==> config.mk <==
export PLATFORM = sky130hd
export DESIGN_NAME = utf8_stream_decoder_unit
export DESIGN_NICKNAME = d
export VERILOG_FILES = /design/src/rtl/utf8d_pkg.sv /design/src/rtl/utf8d_step.sv /design/src/rtl/utf8_stream_decoder_unit.sv
export VERILOG_INCLUDE_DIRS = /design/src /design/src/rtl
export SDC_FILE = /design/constraint.sdc
export NUM_CORES = 1
export LEC_CHECK = 0
export BUFFER_PORTS_ARGS = -buffer_cell sky130_fd_sc_hd__buf_2
export CORE_MARGIN = 8
export CORE_UTILIZATION = 40
export DETAILED_ROUTE_END_ITERATION = 8
export PLACE_DENSITY_LB_ADDON = 0.12
export SLEW_MARGIN = 20
export SYNTH_ARGS = -nofsm -noshare
export SYNTH_HDL_FRONTEND = slang
export SYNTH_SLANG_ARGS = --single-unit
==> constraint.sdc <==
create_clock -name clk -period 3.3 [get_ports clk]
set_clock_uncertainty 0.15 [all_clocks]
set_input_delay 0.165 -clock clk [delete_from_list [all_inputs] [get_ports clk]]
set_output_delay 0.165 -clock clk [all_outputs]
set_load 0.01 [all_outputs]
==> src/rtl/utf8_stream_decoder_unit_macros.svh <==
// ----------------------------------------------------------------------------
// UTF-8 stream decoder assertion macros
// Shared assertion wrappers, clocked on clk and disabled while rst_n is low.
// ----------------------------------------------------------------------------
`ifndef UTF8_STREAM_DECODER_UNIT_MACROS_SVH
`define UTF8_STREAM_DECODER_UNIT_MACROS_SVH

// Checks that a condition holds at every clock edge.
`define UTF8D_ASSERT_ALWAYS(lbl, cond, msg) \
  lbl: assert property (@(posedge clk) disable iff (!rst_n) (cond)) else $error(msg);

// Checks that the consequent holds in the cycle after the antecedent.
`define UTF8D_ASSERT_NEXT(lbl, ante, cons, msg) \
  lbl: assert property (@(posedge clk) disable iff (!rst_n) (ante) |=> (cons)) else $error(msg);

`endif

==> src/rtl/utf8d_pkg.sv <==
// ----------------------------------------------------------------------------
// UTF-8 stream decoder package
// Widths, constants and the state and result types shared by the decoder.
// ----------------------------------------------------------------------------
`timescale 1ns / 1ps

package utf8d_pkg;

  localparam int BYTE_W = 8;
  localparam int CP_W   = 22;
  localparam int PEND_W = 2;

  localparam logic [BYTE_W-1:0] LEAD_MASK  = 8'h7F;
  localparam logic [1:0]        CONT_PFX   = 2'b10;
  localparam int                CONT_BITS  = 6;

  typedef struct packed {
    logic [PEND_W-1:0] pending;
    logic [CP_W-1:0]   partial;
    logic              err;
  } dec_state_t;

  typedef struct packed {
    logic            valid;
    logic [CP_W-1:0] code_point;
    logic            bad;
  } dec_result_t;

endpackage

==> src/rtl/utf8d_step.sv <==
// ----------------------------------------------------------------------------
// UTF-8 decoder step
// Combinational decode of one byte against the open sequence state.
// ----------------------------------------------------------------------------
`timescale 1ns / 1ps

module utf8d_step import utf8d_pkg::*; (
  input  logic [BYTE_W-1:0] data_byte,
  input  dec_state_t        st,
  output dec_state_t        st_nxt,
  output dec_result_t       res
);

  logic [CP_W-1:0]   cont_pv;
  logic              cont_err;
  logic [PEND_W-1:0] lead_cnt;
  logic [BYTE_W-1:0] lead_bits;

  assign cont_pv  = {st.partial[CP_W-CONT_BITS-1:0], data_byte[CONT_BITS-1:0]};
  assign cont_err = st.err | (data_byte[BYTE_W-1:BYTE_W-2] != CONT_PFX);
  assign lead_cnt = !data_byte[6] ? 2'd0 :
                    !data_byte[5] ? 2'd1 :
                    !data_byte[4] ? 2'd2 : 2'd3;
  assign lead_bits = data_byte & (LEAD_MASK >> lead_cnt);

  always_comb begin
    st_nxt = st;
    res    = '0;
    priority if (st.pending != '0) begin
      if (st.pending == 2'd1) begin
        res.valid      = 1'b1;
        res.code_point = cont_pv;
        res.bad        = cont_err;
        st_nxt         = '0;
      end else begin
        st_nxt.pending = st.pending - 2'd1;
        st_nxt.partial = cont_pv;
        st_nxt.err     = cont_err;
      end
    end else if (!data_byte[BYTE_W-1] || (lead_cnt == '0)) begin
      res.valid      = 1'b1;
      res.code_point = CP_W'(data_byte & LEAD_MASK);
      res.bad        = 1'b0;
    end else begin
      st_nxt.pending = lead_cnt;
      st_nxt.partial = CP_W'(lead_bits);
      st_nxt.err     = 1'b0;
    end
  end

endmodule

==> src/rtl/utf8_stream_decoder_unit.sv <==
// ----------------------------------------------------------------------------
// UTF-8 stream decoder unit
// Rebuilds code points from a byte stream, one byte per request.
// ----------------------------------------------------------------------------
// The unit accepts one byte per clock cycle while in_stall is low. The byte
// that completes a code point passes the input register, then the decode step
// that feeds the result register. The sustained rate of one byte per cycle is
// set by the single decode step, which updates the sequence state as each byte
// leaves the input register; a stalled result only holds the input side once
// both the input register and the result register are full.
`timescale 1ns / 1ps

module utf8_stream_decoder_unit import utf8d_pkg::*; (
  input  logic              clk,
  input  logic              rst_n,
  input  logic              in_valid,
  output logic              in_stall,
  input  logic [BYTE_W-1:0] in_byte,
  output logic              out_valid,
  input  logic              out_stall,
  output logic [CP_W-1:0]   out_code_point,
  output logic              out_bad_sequence
);

`include "utf8_stream_decoder_unit_macros.svh"

  logic              s1_valid_r;
  logic [BYTE_W-1:0] s1_byte_r;
  dec_state_t        st_r;
  dec_state_t        st_nxt;
  dec_result_t       res;
  logic              out_valid_r;
  logic [CP_W-1:0]   out_cp_r;
  logic              out_bad_r;
  logic              out_free;
  logic              s1_fire;
  logic              in_accept;

  utf8d_step u_step (
    .data_byte (s1_byte_r),
    .st        (st_r),
    .st_nxt    (st_nxt),
    .res       (res)
  );

  assign out_free  = !out_valid_r || !out_stall;
  assign s1_fire   = s1_valid_r && (out_free || !res.valid);
  assign in_stall  = s1_valid_r && !s1_fire;
  assign in_accept = in_valid && !in_stall;

  always_ff @(posedge clk) begin
    if (!rst_n) begin
      s1_valid_r  <= 1'b0;
      st_r        <= '0;
      out_valid_r <= 1'b0;
    end else begin
      if (in_accept) begin
        s1_valid_r <= 1'b1;
      end else if (s1_fire) begin
        s1_valid_r <= 1'b0;
      end
      if (s1_fire) begin
        st_r <= st_nxt;
      end
      if (s1_fire && res.valid) begin
        out_valid_r <= 1'b1;
      end else if (!out_stall) begin
        out_valid_r <= 1'b0;
      end
    end
  end

  always_ff @(posedge clk) begin
    if (in_accept) begin
      s1_byte_r <= in_byte;
    end
    if (s1_fire && res.valid) begin
      out_cp_r  <= res.code_point;
      out_bad_r <= res.bad;
    end
  end

  assign out_valid        = out_valid_r;
  assign out_code_point   = out_cp_r;
  assign out_bad_sequence = out_bad_r;

  `UTF8D_ASSERT_ALWAYS(a_idle_no_err, (st_r.pending != '0) || !st_r.err, "error flag set with no open sequence")
  `UTF8D_ASSERT_ALWAYS(a_idle_no_partial, (st_r.pending != '0) || (st_r.partial == '0), "partial value left with no open sequence")
  `UTF8D_ASSERT_ALWAYS(a_stall_held, !in_stall || s1_valid_r, "input stalled with an empty input register")
  `UTF8D_ASSERT_NEXT(a_result_loaded, s1_fire && res.valid, out_valid_r, "decoded result not presented")

endmodule
==> impl_metrics.toml <==
[outcome]
status = "finished, final reports clean"

[timing]
setup_violations = 0
min_period_ps = 2330
slew_violations = 0
rsz0062_at_grt = "no"
worst_slack_ps = 970
clock.fmax_mhz = 429
hold_viol = 0
slew_headroom_pct = 52.7
finalCritPeriodShare_pct = 70.6
finalSetupTns_ps = 0
worstMarginPinSlew_ps = 706

[synth]
synth_compound_area_share_pct = 10.0
synth-simple-area-share_pct = 15.5
synth_fa_ha_area_share_pct = 1.79
avgSynthCellArea_um2 = 13.2
synth_area_leaders = "edfxtp_1, dfxtp_1, mux2i_1"
syn_area_mm2 = 0.00209
synth-xor-area-share_pct = 0
synthMuxAreaShare_pct = 4.78
synth_seq_cells = 52
synth_top_cell_by_area = "edfxtp_1"
yosysTopAreaCellShare_pct = 44.4
synth_top_family_by_area = "simple AND/OR/NAND/NOR gates"
synth_nets = 174
synth-seq-area-share_pct = 64.5
synthCells = 159
ys_warn_count = 0
synth_cell_types = 35

[setup_path]
cp.buffers_inverters = 2
cpPeakStageDelay_ps = 370
cp_max_fo = 23
crit_arrival_ps = 2160
cp-end-kind = "flip-flop"
required_ps = 3130
crit_path_cell_trace = "inv_1, ha_1, or2_1, nand3_1, a21oi_2, buf_4"
cpMaxStageDelayCell = "dfxtp_1"
cp-start-kind = "flip-flop"
crit_family = "simple AND/OR/NAND/NOR gates"
critPathKind = "reg -> reg"

[die]
dieWidth_um = 88.4
num_rows = 26
start_util_pct = 41.3
die-area_mm2 = 0.00781
io_pins = 37
die_y_um = 88.4
core_area_mm2 = 0.00507

[placement]
dp_hpwl_um = 2840
gp_congestion = 0.714
port_buffers = 36
pre_cts_ws_ps = 996

[cts]
clk_pin_slew_ps = 90
cts-buffers-inserted = 5
h-tree-depth = 2
clkSinkCount = 52
cts-root-buf = "clkbuf_8"
cts.repair.resized = 0
postCtsSetupRepairBufs = 0
clock_path_buffers = 2
cts_tree = "built"
clk-insertion-delay-late_ps = 300

[global_route]
grt_pass1_wl_um = 6440
antenna_found_initial = 0
grt-ovfl-total = 0
grt_pass1_vias = 1345
grt_max_degree = 24
grt_usage_pct = 10.9

[routing]
wl_met1_um = 1610
via_per_inst = 4.76
dr.pass1.iters = 4
drc = 0
wl_met2_um = 1870
dr_total_vias = 1310
first_iter_violations = 143
wl_um = 3850
highest_layer = "met4"
wl_per_cell_um = 14.0
ant_nets = 0
wl_met3_um = 308

[pwr]
p_leak_nw = 0.990
pwr_density_cell_mw_per_mm2 = 487
irDropWorstVdd_mv = 0.250

[worst_hold_path]
hold_path_class = "in -> reg"

[finish]
nNetsFinal = 219
final_common_cell = "buf_2"
final-seq-area_mm2 = 0.00135
multi_input_area_um2 = 677
diodes = 0
area_growth_pct = 19.5
drive_gt1_share_pct = 26.3
mostFrequentLayoutCells = "buf_2, edfxtp_1, nand2_1"
n_fill_cell = 480

[flow_run]
max_cap_viol_count = 0
## sequential cells by signal, summed over array words and instances (netlist names)
register and cells:
out_bad_sequence 1, out_code_point 22, out_valid 1, s1_byte_r 8
s1_valid_r 1, st_r 19
## worst paths after layout
path,start,end,slack (ps),depth (start not counted)
min reg2reg,st_r[12],st_r[12],310,2
max reg2reg,st_r[23],out_code_point[15],970,6
min,out_stall,s1_valid_r,90,3
max,st_r[23],out_code_point[15],970,6
## cells by family after synthesis
| logic type | count (synthesis) |
|---|---|
| mux | 10 |
| compound gates | 23 |
| buf+inv | 12 |
| simple gates | 59 |
| flops | 52 |
| fa+ha+maj | 3 |
## cells in the mapped netlist, drive strengths merged
cell type and n:
a211oi 1, a21bo 1, a21oi 3, a22o 4, a311oi 1, a31oi 4
a32o 2, a41o 1, and2 15, and3 7, buf 6, clkbuf 2
dfxtp 21, edfxtp 31, ha 3, inv 4, mux2i 10, nand2 25
nand2b 1, nand3 5, nand4b 1, nor2 1, nor3 1, nor3b 1
o21a 1, o21ai 3, o31a 1, o31ai 1, or2 2
## layer usage
layer  global-route usage (%)  up-vias
li1                         -      662
met1                     12.3      603
met2                     18.1       40
met3                     4.27        5
met4                     4.15        0
met5                        0        -
## worst min-delay path, stage by stage
cell and delay, ps:
buf_2 130, nand2_1 120, o31ai_1 90
## final cells by class
| class | instances | share of cell area (%) |
|---|---|---|
| Sequential cell | 52 | 54.0 |
| Multi-Input combinational cell | 95 | 27.0 |
| Timing Repair Buffer | 46 | 11.1 |
| Tap cell | 70 | 3.50 |
| Clock buffer | 7 | 3.45 |
| Inverter | 4 | 0.600 |
| Clock inverter | 1 | 0.300 |
## through the flow
| stage | instances | util [%] | area [um2] | total power, mW | hold WS (ps) |
|---|---|---|---|---|---|
| finish | 275 | 49.3 | 2500 | 1.22 | 94.0 |
| global route | 275 | 49.3 | 2500 | 1.27 | 104 |
| CTS | 275 | 49.3 | 2500 | 1.24 | 87.2 |
| detailed placement | 258 | 45.7 | 2320 | 0.861 | 193 |
| global placement | 258 | 45.7 | 2320 | 0.857 | 192 |
| floorplan | 159 | - | 2090 | 0.824 | 114 |
## power by group
part | switching, mW | leakage [nW] | total (mW) | internal (mW)
clock network | 0.197 | 0.0445 | 0.367 | 0.171
registers | 0.0144 | 0.464 | 0.731 | 0.717
logic | 0.0714 | 0.482 | 0.121 | 0.0491
## what timing repair did
item / 4_1_cts / 5_1_grt
hold endpoints to repair: 9 / 0
endpoints found under the setup margin: 0 / 0
hold buffers: 9 / 0
No activity file was read; power rests on OpenSTA's default activity.
